**config.mk**
```make
export PLATFORM = sky130hd
export DESIGN_NAME = floppy_block_to_sector_sequencer
export DESIGN_NICKNAME = d
export VERILOG_FILES = /design/src/hw/rtl/fbss_pkg.sv /design/src/hw/rtl/fbss_div.sv /design/src/hw/rtl/fbss_seq.sv /design/src/hw/rtl/floppy_block_to_sector_sequencer.sv
export VERILOG_INCLUDE_DIRS = /design/src /design/src/hw/rtl
export SDC_FILE = /design/constraint.sdc
export NUM_CORES = 1
export LEC_CHECK = 0
export ABC_CLOCK_PERIOD_IN_PS = 8500
export BUFFER_PORTS_ARGS = -buffer_cell sky130_fd_sc_hd__buf_4
export CAP_MARGIN = 0
export CORE_ASPECT_RATIO = 1.4
export CORE_UTILIZATION = 35
export DETAILED_ROUTE_END_ITERATION = 10
export HOLD_SLACK_MARGIN = 0.1
export PLACE_DENSITY_LB_ADDON = 0.2
export SYNTH_ARGS = -nofsm -noshare
export SYNTH_HDL_FRONTEND = slang
export SYNTH_HIERARCHICAL = 1
export SYNTH_SLANG_ARGS = --single-unit
```
**constraint.sdc**
```tcl
create_clock -name aclk -period 8.5 [get_ports aclk]
set_clock_uncertainty 0.15 [all_clocks]
set_input_delay 1.275 -clock aclk [delete_from_list [all_inputs] [get_ports aclk]]
set_output_delay 1.275 -clock aclk [all_outputs]
set_load 0.1 [all_outputs]
```
**src/hw/rtl/floppy_block_to_sector_sequencer_defines.svh**
```systemverilog
// Assertion macros shared by the floppy sequencer RTL.
// No dependencies; define NO_ASSERTIONS to compile the checks out.
`ifndef FLOPPY_BLOCK_TO_SECTOR_SEQUENCER_DEFINES_SVH
`define FLOPPY_BLOCK_TO_SECTOR_SEQUENCER_DEFINES_SVH

`ifndef NO_ASSERTIONS

// Expression must hold at every edge out of reset.
`define FBSS_ASSERT(label, clk, rstn, expr) \
    label: assert property (@(posedge clk) disable iff (!rstn) (expr)) \
        else $error("fbss check failed");

// Same-cycle implication.
`define FBSS_ASSERT_IMP(label, clk, rstn, ante, cons) \
    label: assert property (@(posedge clk) disable iff (!rstn) (ante) |-> (cons)) \
        else $error("fbss check failed");

// Next-cycle implication.
`define FBSS_ASSERT_NEXT(label, clk, rstn, ante, cons) \
    label: assert property (@(posedge clk) disable iff (!rstn) (ante) |=> (cons)) \
        else $error("fbss check failed");

`else

`define FBSS_ASSERT(label, clk, rstn, expr)
`define FBSS_ASSERT_IMP(label, clk, rstn, ante, cons)
`define FBSS_ASSERT_NEXT(label, clk, rstn, ante, cons)

`endif

`endif

```
**src/hw/rtl/fbss_pkg.sv**
```systemverilog
// Types, constants and codes for the floppy block-to-sector sequencer.
// No dependencies; used by every RTL module of the block.
package fbss_pkg;

    localparam int SECTOR_BYTES = 512;
    localparam int MAX_SECTORS  = 31;

    localparam int CMD_W        = 2;
    localparam int BLOCK_W      = 16;
    localparam int BYTE_COUNT_W = 14;
    localparam int ADDR_W       = 24;
    localparam int KIND_W       = 2;
    localparam int OPCODE_W     = 8;
    localparam int CYL_W        = 7;
    localparam int HEAD_W       = 7;
    localparam int SEC_W        = 6;
    localparam int DMA_ADDR_W   = 23;
    localparam int DMA_CNT_W    = 16;
    localparam int SPT_W        = 6;
    localparam int SPC_W        = 7;
    localparam int CFG_INDEX_W  = 2;
    localparam int CFG_DATA_W   = 7;

    // Whole sectors in the largest byte count
    localparam int SECT_CNT_W   = $clog2((2 ** BYTE_COUNT_W) / SECTOR_BYTES);

    // Serial divider: block number over sectors per cylinder
    localparam int DIV_W        = BLOCK_W;
    localparam int DIVISOR_W    = SPC_W;
    localparam int DIV_CNT_W    = $clog2(DIV_W);

    localparam logic [CMD_W-1:0] CMD_READ    = 2'd0;
    localparam logic [CMD_W-1:0] CMD_WRITE   = 2'd1;
    localparam logic [CMD_W-1:0] CMD_RESTORE = 2'd2;

    localparam logic [KIND_W-1:0] KIND_SEEK    = 2'd0;
    localparam logic [KIND_W-1:0] KIND_XFER    = 2'd1;
    localparam logic [KIND_W-1:0] KIND_RESTORE = 2'd2;
    localparam logic [KIND_W-1:0] KIND_DONE    = 2'd3;

    localparam logic [OPCODE_W-1:0] OP_READ    = 8'h88;
    localparam logic [OPCODE_W-1:0] OP_WRITE   = 8'ha8;
    localparam logic [OPCODE_W-1:0] OP_SIDE    = 8'h02;
    localparam logic [OPCODE_W-1:0] OP_SEEK    = 8'h14;
    localparam logic [OPCODE_W-1:0] OP_RESTORE = 8'h04;

    localparam logic [DMA_CNT_W-1:0] DMA_COUNT = DMA_CNT_W'(-(SECTOR_BYTES / 2));

    localparam logic [CFG_INDEX_W-1:0] REG_SPT       = 2'd0;
    localparam logic [CFG_INDEX_W-1:0] REG_SPC       = 2'd1;
    localparam logic [CFG_INDEX_W-1:0] REG_CYL_COUNT = 2'd2;

    localparam logic [SPT_W-1:0] SPT_RESET       = 6'd9;
    localparam logic [SPC_W-1:0] SPC_RESET       = 7'd18;
    localparam logic [CYL_W-1:0] CYL_COUNT_RESET = 7'd40;

    typedef struct packed {
        logic [CMD_W-1:0]        command;
        logic [BLOCK_W-1:0]      start_block;
        logic [BYTE_COUNT_W-1:0] byte_count;
        logic [ADDR_W-1:0]       buffer_address;
    } fbss_in_t;

    typedef struct packed {
        logic [KIND_W-1:0]       item_kind;
        logic [OPCODE_W-1:0]     command_byte;
        logic [CYL_W-1:0]        cylinder;
        logic [HEAD_W-1:0]       head;
        logic [SEC_W-1:0]        sector;
        logic [DMA_ADDR_W-1:0]   dma_word_address;
        logic [DMA_CNT_W-1:0]    dma_count;
        logic [BYTE_COUNT_W-1:0] bytes_done;
        logic                    last;
    } fbss_out_t;

    typedef struct packed {
        logic [SPT_W-1:0] sectors_per_track;
        logic [SPC_W-1:0] sectors_per_cylinder;
        logic [CYL_W-1:0] cylinder_count;
    } fbss_cfg_t;

    typedef struct packed {
        logic                 start;
        logic [DIV_W-1:0]     dividend;
        logic [DIVISOR_W-1:0] divisor;
    } fbss_div_ctrl_t;

    typedef struct packed {
        logic                 busy;
        logic                 done;
        logic [DIV_W-1:0]     quotient;
        logic [DIVISOR_W-1:0] remainder;
    } fbss_div_stat_t;

    typedef enum logic [2:0] {
        ST_IDLE,
        ST_DIV_CYL,
        ST_DIV_HEAD,
        ST_CHECK,
        ST_SEEK,
        ST_XFER,
        ST_RESTORE,
        ST_DONE
    } fbss_state_t;

endpackage

```
**src/hw/rtl/fbss_div.sv**
```systemverilog
// Bit-serial restoring divider, one quotient bit per cycle.
// Depends on fbss_pkg and the assertion macro header.
`include "floppy_block_to_sector_sequencer_defines.svh"

module fbss_div (
    input  logic                    aclk,
    input  logic                    aresetn,
    input  fbss_pkg::fbss_div_ctrl_t ctrl,
    output fbss_pkg::fbss_div_stat_t stat
);
    import fbss_pkg::*;

    logic                 busy_reg, busy_next;
    logic                 done_reg, done_next;
    logic [DIV_CNT_W-1:0] cnt_reg, cnt_next;
    logic [DIV_W-1:0]     quo_reg, quo_next;
    logic [DIVISOR_W-1:0] rem_reg, rem_next;
    logic [DIVISOR_W-1:0] dvsr_reg, dvsr_next;

    logic [DIVISOR_W:0]   trial;
    logic [DIVISOR_W:0]   diff;
    logic                 fits;

    // Shift the next dividend bit into the partial remainder and try to subtract
    assign trial = {rem_reg, quo_reg[DIV_W-1]};
    assign diff  = trial - {1'b0, dvsr_reg};
    assign fits  = trial >= {1'b0, dvsr_reg};

    always_comb begin
        busy_next = busy_reg;
        done_next = 1'b0;
        cnt_next  = cnt_reg;
        quo_next  = quo_reg;
        rem_next  = rem_reg;
        dvsr_next = dvsr_reg;
        if (ctrl.start) begin
            busy_next = 1'b1;
            cnt_next  = DIV_CNT_W'(DIV_W - 1);
            quo_next  = ctrl.dividend;
            rem_next  = '0;
            dvsr_next = ctrl.divisor;
        end else if (busy_reg) begin
            quo_next = {quo_reg[DIV_W-2:0], fits};
            rem_next = fits ? diff[DIVISOR_W-1:0] : trial[DIVISOR_W-1:0];
            cnt_next = cnt_reg - DIV_CNT_W'(1);
            if (cnt_reg == '0) begin
                busy_next = 1'b0;
                done_next = 1'b1;
            end
        end
    end

    always_ff @(posedge aclk) begin
        if (!aresetn) begin
            busy_reg <= 1'b0;
            done_reg <= 1'b0;
        end else begin
            busy_reg <= busy_next;
            done_reg <= done_next;
        end
        cnt_reg  <= cnt_next;
        quo_reg  <= quo_next;
        rem_reg  <= rem_next;
        dvsr_reg <= dvsr_next;
    end

    assign stat.busy      = busy_reg;
    assign stat.done      = done_reg;
    assign stat.quotient  = quo_reg;
    assign stat.remainder = rem_reg;

    `FBSS_ASSERT_IMP(a_div_no_restart, aclk, aresetn, ctrl.start, !busy_reg)
    `FBSS_ASSERT_IMP(a_div_done_idle, aclk, aresetn, done_reg, !busy_reg)

endmodule

```
**src/hw/rtl/fbss_seq.sv**
```systemverilog
// Request sequencer: a restore item, or geometry split via the serial divider,
// then a transfer item per sector (a seek item where needed) and a closing
// item. Depends on fbss_pkg, fbss_div status and the assertion macro header.
`include "floppy_block_to_sector_sequencer_defines.svh"

module fbss_seq (
    input  logic                     aclk,
    input  logic                     aresetn,
    input  logic                     s_valid,
    output logic                     s_ready,
    input  fbss_pkg::fbss_in_t       s_payload,
    input  fbss_pkg::fbss_cfg_t      cfg,
    output logic                     item_valid,
    input  logic                     item_ready,
    output fbss_pkg::fbss_out_t      item,
    output fbss_pkg::fbss_div_ctrl_t div_ctrl,
    input  fbss_pkg::fbss_div_stat_t div_stat
);
    import fbss_pkg::*;

    fbss_state_t             state_reg, state_next;
    logic                    write_reg, write_next;
    logic [BYTE_COUNT_W-1:0] count_reg, count_next;
    logic [SECT_CNT_W-1:0]   total_reg, total_next;
    logic [SECT_CNT_W-1:0]   todo_reg, todo_next;
    logic [SECT_CNT_W-1:0]   moved_reg, moved_next;
    logic [ADDR_W-1:0]       addr_reg, addr_next;
    logic [BLOCK_W-1:0]      cyl_reg, cyl_next;
    logic [SPC_W-1:0]        within_reg, within_next;
    logic [HEAD_W-1:0]       hd_reg, hd_next;
    logic [SEC_W-1:0]        sec_reg, sec_next;
    logic [CYL_W-1:0]        head_cyl_reg, head_cyl_next;
    logic                    known_reg, known_next;

    logic                    accept;
    logic                    is_xfer_cmd;
    logic                    geom_ok;
    logic                    past_end;
    logic                    need_seek;
    logic [SECT_CNT_W-1:0]   in_total;
    logic [SPC_W-1:0]        within_inc;
    logic [SEC_W-1:0]        sec_inc;

    assign accept      = s_valid && s_ready;
    assign is_xfer_cmd = (s_payload.command == CMD_READ) || (s_payload.command == CMD_WRITE);
    assign geom_ok     = (cfg.sectors_per_track != '0) && (cfg.sectors_per_cylinder != '0);
    assign past_end    = cyl_reg >= BLOCK_W'(cfg.cylinder_count);
    assign need_seek   = !known_reg || (cyl_reg != BLOCK_W'(head_cyl_reg));
    assign in_total    = SECT_CNT_W'(s_payload.byte_count / SECTOR_BYTES);
    assign within_inc  = within_reg + SPC_W'(1);
    assign sec_inc     = sec_reg + SEC_W'(1);

    // Next state
    always_comb begin
        state_next = state_reg;
        case (state_reg)
            ST_IDLE: begin
                if (s_valid) begin
                    if (is_xfer_cmd) begin
                        state_next = geom_ok ? ST_DIV_CYL : ST_DONE;
                    end else if (s_payload.command == CMD_RESTORE) begin
                        state_next = ST_RESTORE;
                    end
                end
            end
            ST_DIV_CYL: begin
                if (div_stat.done) begin
                    state_next = ST_DIV_HEAD;
                end
            end
            ST_DIV_HEAD: begin
                if (div_stat.done) begin
                    state_next = ST_CHECK;
                end
            end
            ST_CHECK: begin
                if (moved_reg == todo_reg || past_end) begin
                    state_next = ST_DONE;
                end else if (need_seek) begin
                    state_next = ST_SEEK;
                end else begin
                    state_next = ST_XFER;
                end
            end
            ST_SEEK: begin
                if (item_ready) begin
                    state_next = ST_XFER;
                end
            end
            ST_XFER: begin
                if (item_ready) begin
                    state_next = ST_CHECK;
                end
            end
            ST_RESTORE, ST_DONE: begin
                if (item_ready) begin
                    state_next = ST_IDLE;
                end
            end
            default: state_next = ST_IDLE;
        endcase
    end

    // Outputs: handshake, divider control and the result item
    always_comb begin
        s_ready           = 1'b0;
        item_valid        = 1'b0;
        item              = '0;
        div_ctrl.start    = 1'b0;
        div_ctrl.dividend = s_payload.start_block;
        div_ctrl.divisor  = cfg.sectors_per_cylinder;
        case (state_reg)
            ST_IDLE: begin
                s_ready        = 1'b1;
                div_ctrl.start = s_valid && is_xfer_cmd && geom_ok;
            end
            ST_DIV_CYL: begin
                // Remainder of the cylinder split feeds the head/sector split
                div_ctrl.start    = div_stat.done;
                div_ctrl.dividend = DIV_W'(div_stat.remainder);
                div_ctrl.divisor  = DIVISOR_W'(cfg.sectors_per_track);
            end
            ST_SEEK: begin
                item_valid        = 1'b1;
                item.item_kind    = KIND_SEEK;
                item.command_byte = OP_SEEK;
                item.cylinder     = cyl_reg[CYL_W-1:0];
            end
            ST_XFER: begin
                item_valid        = 1'b1;
                item.item_kind    = KIND_XFER;
                item.command_byte = (write_reg ? OP_WRITE : OP_READ)
                                  | ((hd_reg != '0) ? OP_SIDE : '0);
                item.cylinder     = cyl_reg[CYL_W-1:0];
                item.head         = hd_reg;
                item.sector       = sec_inc;
                item.dma_word_address = addr_reg[ADDR_W-1:1];
                item.dma_count    = DMA_COUNT;
            end
            ST_RESTORE: begin
                item_valid        = 1'b1;
                item.item_kind    = KIND_RESTORE;
                item.command_byte = OP_RESTORE;
                item.last         = 1'b1;
            end
            ST_DONE: begin
                item_valid        = 1'b1;
                item.item_kind    = KIND_DONE;
                item.bytes_done   = count_reg - BYTE_COUNT_W'(
                                    int'(total_reg - moved_reg) * SECTOR_BYTES);
                item.last         = 1'b1;
            end
            default: begin
            end
        endcase
    end

    // Datapath registers
    always_comb begin
        write_next    = write_reg;
        count_next    = count_reg;
        total_next    = total_reg;
        todo_next     = todo_reg;
        moved_next    = moved_reg;
        addr_next     = addr_reg;
        cyl_next      = cyl_reg;
        within_next   = within_reg;
        hd_next       = hd_reg;
        sec_next      = sec_reg;
        head_cyl_next = head_cyl_reg;
        known_next    = known_reg;
        case (state_reg)
            ST_IDLE: begin
                if (accept) begin
                    write_next = s_payload.command == CMD_WRITE;
                    count_next = s_payload.byte_count;
                    total_next = in_total;
                    todo_next  = (int'(in_total) > MAX_SECTORS) ?
                                 SECT_CNT_W'(MAX_SECTORS) : in_total;
                    moved_next = '0;
                    addr_next  = s_payload.buffer_address;
                end
            end
            ST_DIV_CYL: begin
                if (div_stat.done) begin
                    cyl_next    = div_stat.quotient;
                    within_next = div_stat.remainder;
                end
            end
            ST_DIV_HEAD: begin
                if (div_stat.done) begin
                    hd_next  = HEAD_W'(div_stat.quotient);
                    sec_next = SEC_W'(div_stat.remainder);
                end
            end
            ST_SEEK: begin
                if (item_ready) begin
                    head_cyl_next = cyl_reg[CYL_W-1:0];
                    known_next    = 1'b1;
                end
            end
            ST_XFER: begin
                if (item_ready) begin
                    moved_next = moved_reg + SECT_CNT_W'(1);
                    addr_next  = addr_reg + ADDR_W'(SECTOR_BYTES);
                    // Advance to the next block: sector, then head, then cylinder
                    if (within_inc == cfg.sectors_per_cylinder) begin
                        within_next = '0;
                        hd_next     = '0;
                        sec_next    = '0;
                        cyl_next    = cyl_reg + BLOCK_W'(1);
                    end else begin
                        within_next = within_inc;
                        if (sec_inc == cfg.sectors_per_track) begin
                            sec_next = '0;
                            hd_next  = hd_reg + HEAD_W'(1);
                        end else begin
                            sec_next = sec_inc;
                        end
                    end
                end
            end
            ST_RESTORE: begin
                if (item_ready) begin
                    head_cyl_next = '0;
                    known_next    = 1'b1;
                end
            end
            default: begin
            end
        endcase
    end

    always_ff @(posedge aclk) begin
        if (!aresetn) begin
            state_reg    <= ST_IDLE;
            head_cyl_reg <= '0;
            known_reg    <= 1'b0;
            total_reg    <= '0;
            todo_reg     <= '0;
            moved_reg    <= '0;
        end else begin
            state_reg    <= state_next;
            head_cyl_reg <= head_cyl_next;
            known_reg    <= known_next;
            total_reg    <= total_next;
            todo_reg     <= todo_next;
            moved_reg    <= moved_next;
        end
        write_reg  <= write_next;
        count_reg  <= count_next;
        addr_reg   <= addr_next;
        cyl_reg    <= cyl_next;
        within_reg <= within_next;
        hd_reg     <= hd_next;
        sec_reg    <= sec_next;
    end

    `FBSS_ASSERT(a_moved_in_range, aclk, aresetn, moved_reg <= todo_reg && todo_reg <= total_reg)
    `FBSS_ASSERT_IMP(a_xfer_on_track, aclk, aresetn,
        item_valid && item.item_kind == KIND_XFER,
        known_reg && cyl_reg == BLOCK_W'(head_cyl_reg) && !past_end)
    `FBSS_ASSERT_NEXT(a_position_kept, aclk, aresetn, known_reg, known_reg)
    `FBSS_ASSERT_IMP(a_div_only_when_splitting, aclk, aresetn, div_stat.done,
        state_reg == ST_DIV_CYL || state_reg == ST_DIV_HEAD)

endmodule

```
**src/hw/rtl/floppy_block_to_sector_sequencer.sv**
```systemverilog
// A restore item, or the done item of a read or write under zero geometry, reaches m_valid
// through the state register, then the output register. Otherwise two 16-step bit-serial
// divisions (cylinder, then head/sector) run first, then a seek item if the head position is
// unknown or differs, one transfer item per sector and the done item. One request at a time:
// the next is accepted in the cycle after the closing item is taken into the output register.
// Reset (aresetn low, synchronous): geometry 9/18/40, head position unknown, queue empty.
module floppy_block_to_sector_sequencer (
    input  logic                                  aclk,
    input  logic                                  aresetn,
    input  logic                                  s_valid,
    output logic                                  s_ready,
    input  fbss_pkg::fbss_in_t                    s_payload,
    output logic                                  m_valid,
    input  logic                                  m_ready,
    output fbss_pkg::fbss_out_t                   m_payload,
    input  logic                                  cfg_valid,
    output logic                                  cfg_ready,
    input  logic [fbss_pkg::CFG_INDEX_W-1:0]      cfg_index,
    input  logic [fbss_pkg::CFG_DATA_W-1:0]       cfg_data
);
    import fbss_pkg::*;

    logic [SPT_W-1:0] spt_reg, spt_next;
    logic [SPC_W-1:0] spc_reg, spc_next;
    logic [CYL_W-1:0] cyl_count_reg, cyl_count_next;

    logic             out_valid_reg, out_valid_next;
    fbss_out_t        out_item_reg, out_item_next;

    fbss_cfg_t        cfg;
    logic             item_valid;
    logic             item_ready;
    fbss_out_t        item;
    fbss_div_ctrl_t   div_ctrl;
    fbss_div_stat_t   div_stat;

    assign cfg_ready = 1'b1;

    always_comb begin
        spt_next       = spt_reg;
        spc_next       = spc_reg;
        cyl_count_next = cyl_count_reg;
        if (cfg_valid) begin
            case (cfg_index)
                REG_SPT:       spt_next       = cfg_data[SPT_W-1:0];
                REG_SPC:       spc_next       = cfg_data[SPC_W-1:0];
                REG_CYL_COUNT: cyl_count_next = cfg_data[CYL_W-1:0];
                default: begin
                end
            endcase
        end
    end

    assign cfg.sectors_per_track    = spt_reg;
    assign cfg.sectors_per_cylinder = spc_reg;
    assign cfg.cylinder_count       = cyl_count_reg;

    // Output register: load a new item whenever the slot is empty or draining
    assign item_ready = !out_valid_reg || m_ready;

    always_comb begin
        out_valid_next = out_valid_reg;
        out_item_next  = out_item_reg;
        if (item_valid && item_ready) begin
            out_valid_next = 1'b1;
            out_item_next  = item;
        end else if (m_ready) begin
            out_valid_next = 1'b0;
        end
    end

    always_ff @(posedge aclk) begin
        if (!aresetn) begin
            spt_reg       <= SPT_RESET;
            spc_reg       <= SPC_RESET;
            cyl_count_reg <= CYL_COUNT_RESET;
            out_valid_reg <= 1'b0;
        end else begin
            spt_reg       <= spt_next;
            spc_reg       <= spc_next;
            cyl_count_reg <= cyl_count_next;
            out_valid_reg <= out_valid_next;
        end
        out_item_reg <= out_item_next;
    end

    assign m_valid   = out_valid_reg;
    assign m_payload = out_item_reg;

    fbss_div u_div (
        .aclk    (aclk),
        .aresetn (aresetn),
        .ctrl    (div_ctrl),
        .stat    (div_stat)
    );

    fbss_seq u_seq (
        .aclk       (aclk),
        .aresetn    (aresetn),
        .s_valid    (s_valid),
        .s_ready    (s_ready),
        .s_payload  (s_payload),
        .cfg        (cfg),
        .item_valid (item_valid),
        .item_ready (item_ready),
        .item       (item),
        .div_ctrl   (div_ctrl),
        .div_stat   (div_stat)
    );

endmodule
```
==> results of run 1 <==
## per-layer routing
metal	vias to the layer above	global-route usage, %
li1	3762	-
met3	47	1.99
met5	-	0
met2	159	27.3
met1	3583	18.7
met4	0	6.08
## how the worst max path moves through the flow
stage                                    startpoint                               to  slack [ns]
detailed placement  u_seq/state_reg[1]$_SDFFE_PN0P_  u_seq/moved_reg[4]$_SDFFE_PN0P_        4.24
CTS                 u_seq/state_reg[1]$_SDFFE_PN0P_  u_seq/moved_reg[4]$_SDFFE_PN0P_        4.22
global placement    u_seq/state_reg[1]$_SDFFE_PN0P_  u_seq/moved_reg[4]$_SDFFE_PN0P_        4.27
finish              u_seq/state_reg[1]$_SDFFE_PN0P_  u_seq/moved_reg[4]$_SDFFE_PN0P_        4.29
floorplan           u_seq/state_reg[2]$_SDFFE_PN0P_                          s_ready        4.28
global route        u_seq/state_reg[1]$_SDFFE_PN0P_  u_seq/moved_reg[4]$_SDFFE_PN0P_        3.90
## cell usage in the layout (no fill, tap or decap), types with 17 or more instances in the layout
cell type	n
dfxtp_1	55
nor2_1	39
mux2_2	28
nand2_1	104
xnor2_1	48
mux2i_1	17
a21oi_1	19
o21ai_0	40
inv_1	52
and2_1	48
nor2b_1	41
xor2_1	27
clkbuf_16	25
ha_1	30
nand3_1	19
edfxtp_1	181
buf_4	159
## where the power goes
part | total, mW | switching [mW] | internal, mW
Clock | 1.15 | 0.458 | 0.691
Combinational | 1.27 | 0.898 | 0.369
Sequential | 1.62 | 0.127 | 1.49
Total | 4.03 | 1.48 | 2.55
## per-stage QoR
step                      cell area [µm²]  std cells
final                               13900       1588
after global routing                13900       1588
after CTS                           13900       1588
after detailed placement            13000       1543
after global placement              13000       1543
after floorplan                     11600       1012
## worst reg2reg max path: cells and delay by family (launching register included)
family	cells	cell delay [ns]
AOI/OAI and AO/OA	1	0.30
xor gates and xnor gates	1	0.16
and+or+nand+nor	4	0.74
DFF	1	0.63
buffers and inverters	4	2.13
## final cells by class
type	count	area (µm²)	area share (%)
clock buffer	26	629	4.54
clock inverter	19	231	1.67
inverter	54	203	1.46
multi-input combinational	654	4530	32.7
sequential	236	6540	47.1
tap	440	551	3.97
timing repair buffer	159	1190	8.60
==> impl_metrics.ini, run 1 <==
[synthesis]
syn_inst = 1003
netlist_area_um2 = 11600
ys.warnings.count = 6
syn_avg_cell_area_um2 = 11.6

[clock_network]
post_cts_buffers = 0
cts_tree = yes
clkLatencyLatePin_ns = 0.53
clk_path_buf_depth = 3
cts-root-buf = clkbuf_16
numCtsBuffers = 25
cts.reportedPaths.clkPinSlew_ns = 0.06
htreeDepth = 1
clock_sinks = 236
postCtsHoldBufs = 0
cts_resized = 0

[worst_setup_path]
cp.depth = 10
crit_chain = and2b_1, nand2_2, buf_4, clkinv_1, buf_4, a21oi_1, inv_1, nand4_1, xor2_1, nor2_1
r2r-start = u_seq/state_reg[1]$_SDFFE_PN0P_
worstReg2RegEnd = u_seq/moved_reg[4]$_SDFFE_PN0P_
startpoint_type = flip-flop
worst-path-buf-inv = 4
crit_path_max_fanout = 77
endpoint_kind = flip-flop
slowest_stage = clkinv_1
slowest_delay_ns = 0.66
r2r_cells = 10
crit_arrival_ns = 4.48
cp_common_cell = buf_4
cp.required_ns = 8.76
cp_top_family = buffers and inverters
r2r_slack_ns = 4.29
path_class = reg -> reg

[timing]
finalMaxSlewViolations = 0
setup_ws_ns = 4.29
fin_tns_setup_ns = 0
worstMarginPinSlew_ns = 0.932
clock.fmax_mhz = 237
final_hold_viol_count = 0
hold_ws_ns = 0.311
setup_violations = 0
finalCriticalPeriod_ns = 4.21
post-route-period-util_pct = 49.6
slew_headroom_pct = 37.7
rsz0062_at_grt = no

[routing]
wl_um = 25800
drc_errors = 0
wl_per_cell_um = 16.3
first_pass_iters = 4
ant_nets = 0
wl_met2_um = 13000
dr.first_iter.drc_count = 370
via_per_inst = 4.76
top_layer = met4
met1_length_um = 10900
wl_met3_um = 1100
vias = 7551

[power]
vdd_drop_max_v = 0.000157
power.leakage_nw = 5.32
power.density_nw_per_um2 = 291
finalPower_mw = 4.03

[global_routing]
grt_pass1_vias = 7493
grtUsageTotal_pct = 15.4
overflow = 0
antenna_found_initial = 0
grt_max_degree = 78
grt_first_pass_wirelength_um = 40700

[placement]
io_buffers = 154
place_congestion = 0.785
dp_hpwl_um = 18500
dp_slack_ns = 4.24

[die]
ios = 157
die_h_um = 217
num_rows = 78
die_w_um = 156
dieArea_um2 = 33900
core_area_um2 = 32500
start_util_pct = 35.7

[worst_hold_path]
hold_path_end = cyl_count_reg[6]$_SDFFE_PN0P_
whs_path_depth = 2
hp-start = cyl_count_reg[6]$_SDFFE_PN0P_
min_path_type = reg -> reg

[final_layout]
diodes = 0
layout.nets = 1233
fillers = 3092
largest_reg_flops = 84
syn_to_final_growth_pct = 19.6
utilization_pct = 42.7
drive_above_1_share_pct = 21.8

[run]
drv_cap = 0

[status]
outcome = finished clean
Power figures use the tool's default switching activity.
==> run 2: changes to the inputs <==
ABC_CLOCK_PERIOD_IN_PS = 3700   (was 8500)
clock period = 3.7 ns   (was 8.5 ns; I/O delays follow)
==> run 2 against run 1 <==
  * Worst hold slack got worse by 0.16 ns
  * Global-route usage up 0.10 points
  * Largest power group unchanged
  * Critical endpoint is now u_seq/hd_reg[6]$_DFFE_PP_
  * Register-to-register slack got worse by 3.5 ns
  * Clock power rose by 93%
  * Cell area up 0.81%
  * Fmax rose by 43%
  * Sequential cell count unchanged
  * Power increased by 120%
  * Non-clock buffer count grew 30
  * Count of clock-buffer cells in the layout grew 4
  * Sequential share of layout area shrank 0.38 points
==> impl_metrics.ini, run 2 (synthesis gave the netlist of run 1 again) <==
[power]
power.leakage_nw = 5.39
vdd_drop_max_v = 0.000332
power.density_nw_per_um2 = 638

[placement]
dp_hpwl_um = 19300
place_congestion = 0.812
io_buffers = 154

[worst_setup_path]
crit_arrival_ns = 2.97
r2r-start = u_seq/within_reg[0]$_DFFE_PP_
crit_chain = ha_1, and3_4, xor3_1, or4_1, or4b_1, nand2_1
slowest_delay_ns = 0.51
cp_top_family = simple AND/OR/NAND/NOR gates
r2r_cells = 6
crit_path_max_fanout = 7
cp.required_ns = 3.73
slowest_stage = or4_1
worst-path-buf-inv = 0
path_class = reg -> reg
crit_start = u_seq/within_reg[0]$_DFFE_PP_
startpoint_type = flip-flop
endpoint_kind = flip-flop
cp.depth = 6

[timing]
slew_headroom_pct = 26.0
final_hold_viol_count = 0
setup_violations = 0
post-route-period-util_pct = 79.4
finalCriticalPeriod_ns = 2.94
clock.fmax_mhz = 340
fin_tns_setup_ns = 0
hold_ws_ns = 0.150
rsz0062_at_grt = no
finalMaxSlewViolations = 0
worstMarginPinSlew_ns = 1.11

[final_layout]
final_common_cell = edfxtp_1
layout.nets = 1262
layout.area.seq_um2 = 6540
multi_input_area_um2 = 4520
fillers = 3084
diodes = 0
drive_above_1_share_pct = 21.7
mostFrequentLayoutCells = 181 x edfxtp_1, 174 x buf_4, 104 x nand2_1
syn_to_final_growth_pct = 20.6
largest_reg_flops = 84

[clock_network]
cts.reportedPaths.clkPinSlew_ns = 0.06
clock_sinks = 236
post_cts_buffers = 0
cts-root-buf = clkbuf_16
clk_path_buf_depth = 3
cts_tree = yes
htreeDepth = 1
cts_resized = 0
numCtsBuffers = 24
postCtsHoldBufs = 14
clkLatencyLatePin_ns = 0.52

[die]
core_area_um2 = 32500
num_rows = 78
dieArea_um2 = 33900
die_w_um = 156
start_util_pct = 35.7
ios = 157
die_h_um = 217

[global_routing]
grtUsageTotal_pct = 15.5
grt_max_degree = 76
grtUsageMet2_pct = 28.6
overflow = 0
antenna_found_initial = 0
busiest_layer = met2
grt_pass1_vias = 7565
met3_usage_pct = 2.13
grt_first_pass_wirelength_um = 40800
globalRouteMet1Util_pct = 17.8

[routing]
drc_errors = 0
vias = 7645
ant_nets = 0
dr.first_iter.drc_count = 321
via_per_inst = 4.73
first_pass_iters = 4
wl_um = 26400
wl_per_cell_um = 16.3

[worst_hold_path]
min_path_type = in -> reg
hp-start = cfg_data[3]
whs_path_depth = 3

[status]
outcome = finished clean

[run]
drv_cap = 0
==> run 2: cell count changes in the layout (fill, tap and decap cells not counted) <==
cell	delta
clkinv_2	-5
buf_4	+15
o41ai_2	+1
clkinvlp_4	-1
clkinv_4	-1
buf_12	+1
inv_6	+1
clkinv_1	+5
clkbuf_1	+4
bufinv_16	-5
o41ai_4	-1
dlygate4sd3_1	+14
==> run 2: final cells by class <==
class                   count  area share, %
inverters                  54           1.45
clock buffers              30           4.61
flip-flops and latches    236           46.7
repair buffers            189           10.5
well taps                 440           3.94
multi-input cells         654           32.3
clock inverters            13          0.483
==> run 2: tightest hold or removal path: cells and delay by family <==
kind                   cells  cell delay [ns]
buffers and inverters      1             0.12
multiplexers               1             0.05
AND/OR/NAND/NOR            1             0.05
==> run 2: metal layers <==
| layer | vias to the layer above | part of all wire, % | routed length, µm |
|---|---|---|---|
| met5 | - | 0 | 0 |
| met4 | 0 | 3.1 | 816 |
| met3 | 41 | 4.4 | 1150 |
| met2 | 172 | 51 | 13600 |
| met1 | 3601 | 41 | 10800 |
| li1 | 3831 | - | - |
==> run 2: metrics by stage <==
stage | utilization, % | worst slack [ns] | total power, mW | std cells | area [µm²]
floorplan | - | 0.204 | 6.03 | 1012 | 11600
CTS | 43.0 | 0.733 | 9.04 | 1616 | 14000
detailed placement | 40.4 | 0.501 | 6.77 | 1559 | 13100
finish | 43.0 | 0.762 | 8.92 | 1616 | 14000
global placement | 40.4 | 0.553 | 6.73 | 1559 | 13100
global route | 43.0 | 0.645 | 9.37 | 1616 | 14000
==> run 2: power breakdown <==
part	switching (mW)	internal [mW]	total (mW)
clock network	0.990	1.23	2.22
logic	2.13	0.913	3.04
registers	0.243	3.42	3.66
total	3.36	5.56	8.92
==> run 2: path summary, 6_finish.rpt <==
check                           slack (ns)                             to
worst max-delay path                  0.76      u_seq/hd_reg[6]$_DFFE_PP_
worst min-delay path                  0.15        spc_reg[3]$_SDFFE_PN0P_
worst max register to register        0.76      u_seq/hd_reg[6]$_DFFE_PP_
worst min register to register        0.30  cyl_count_reg[2]$_SDFFE_PN0P_
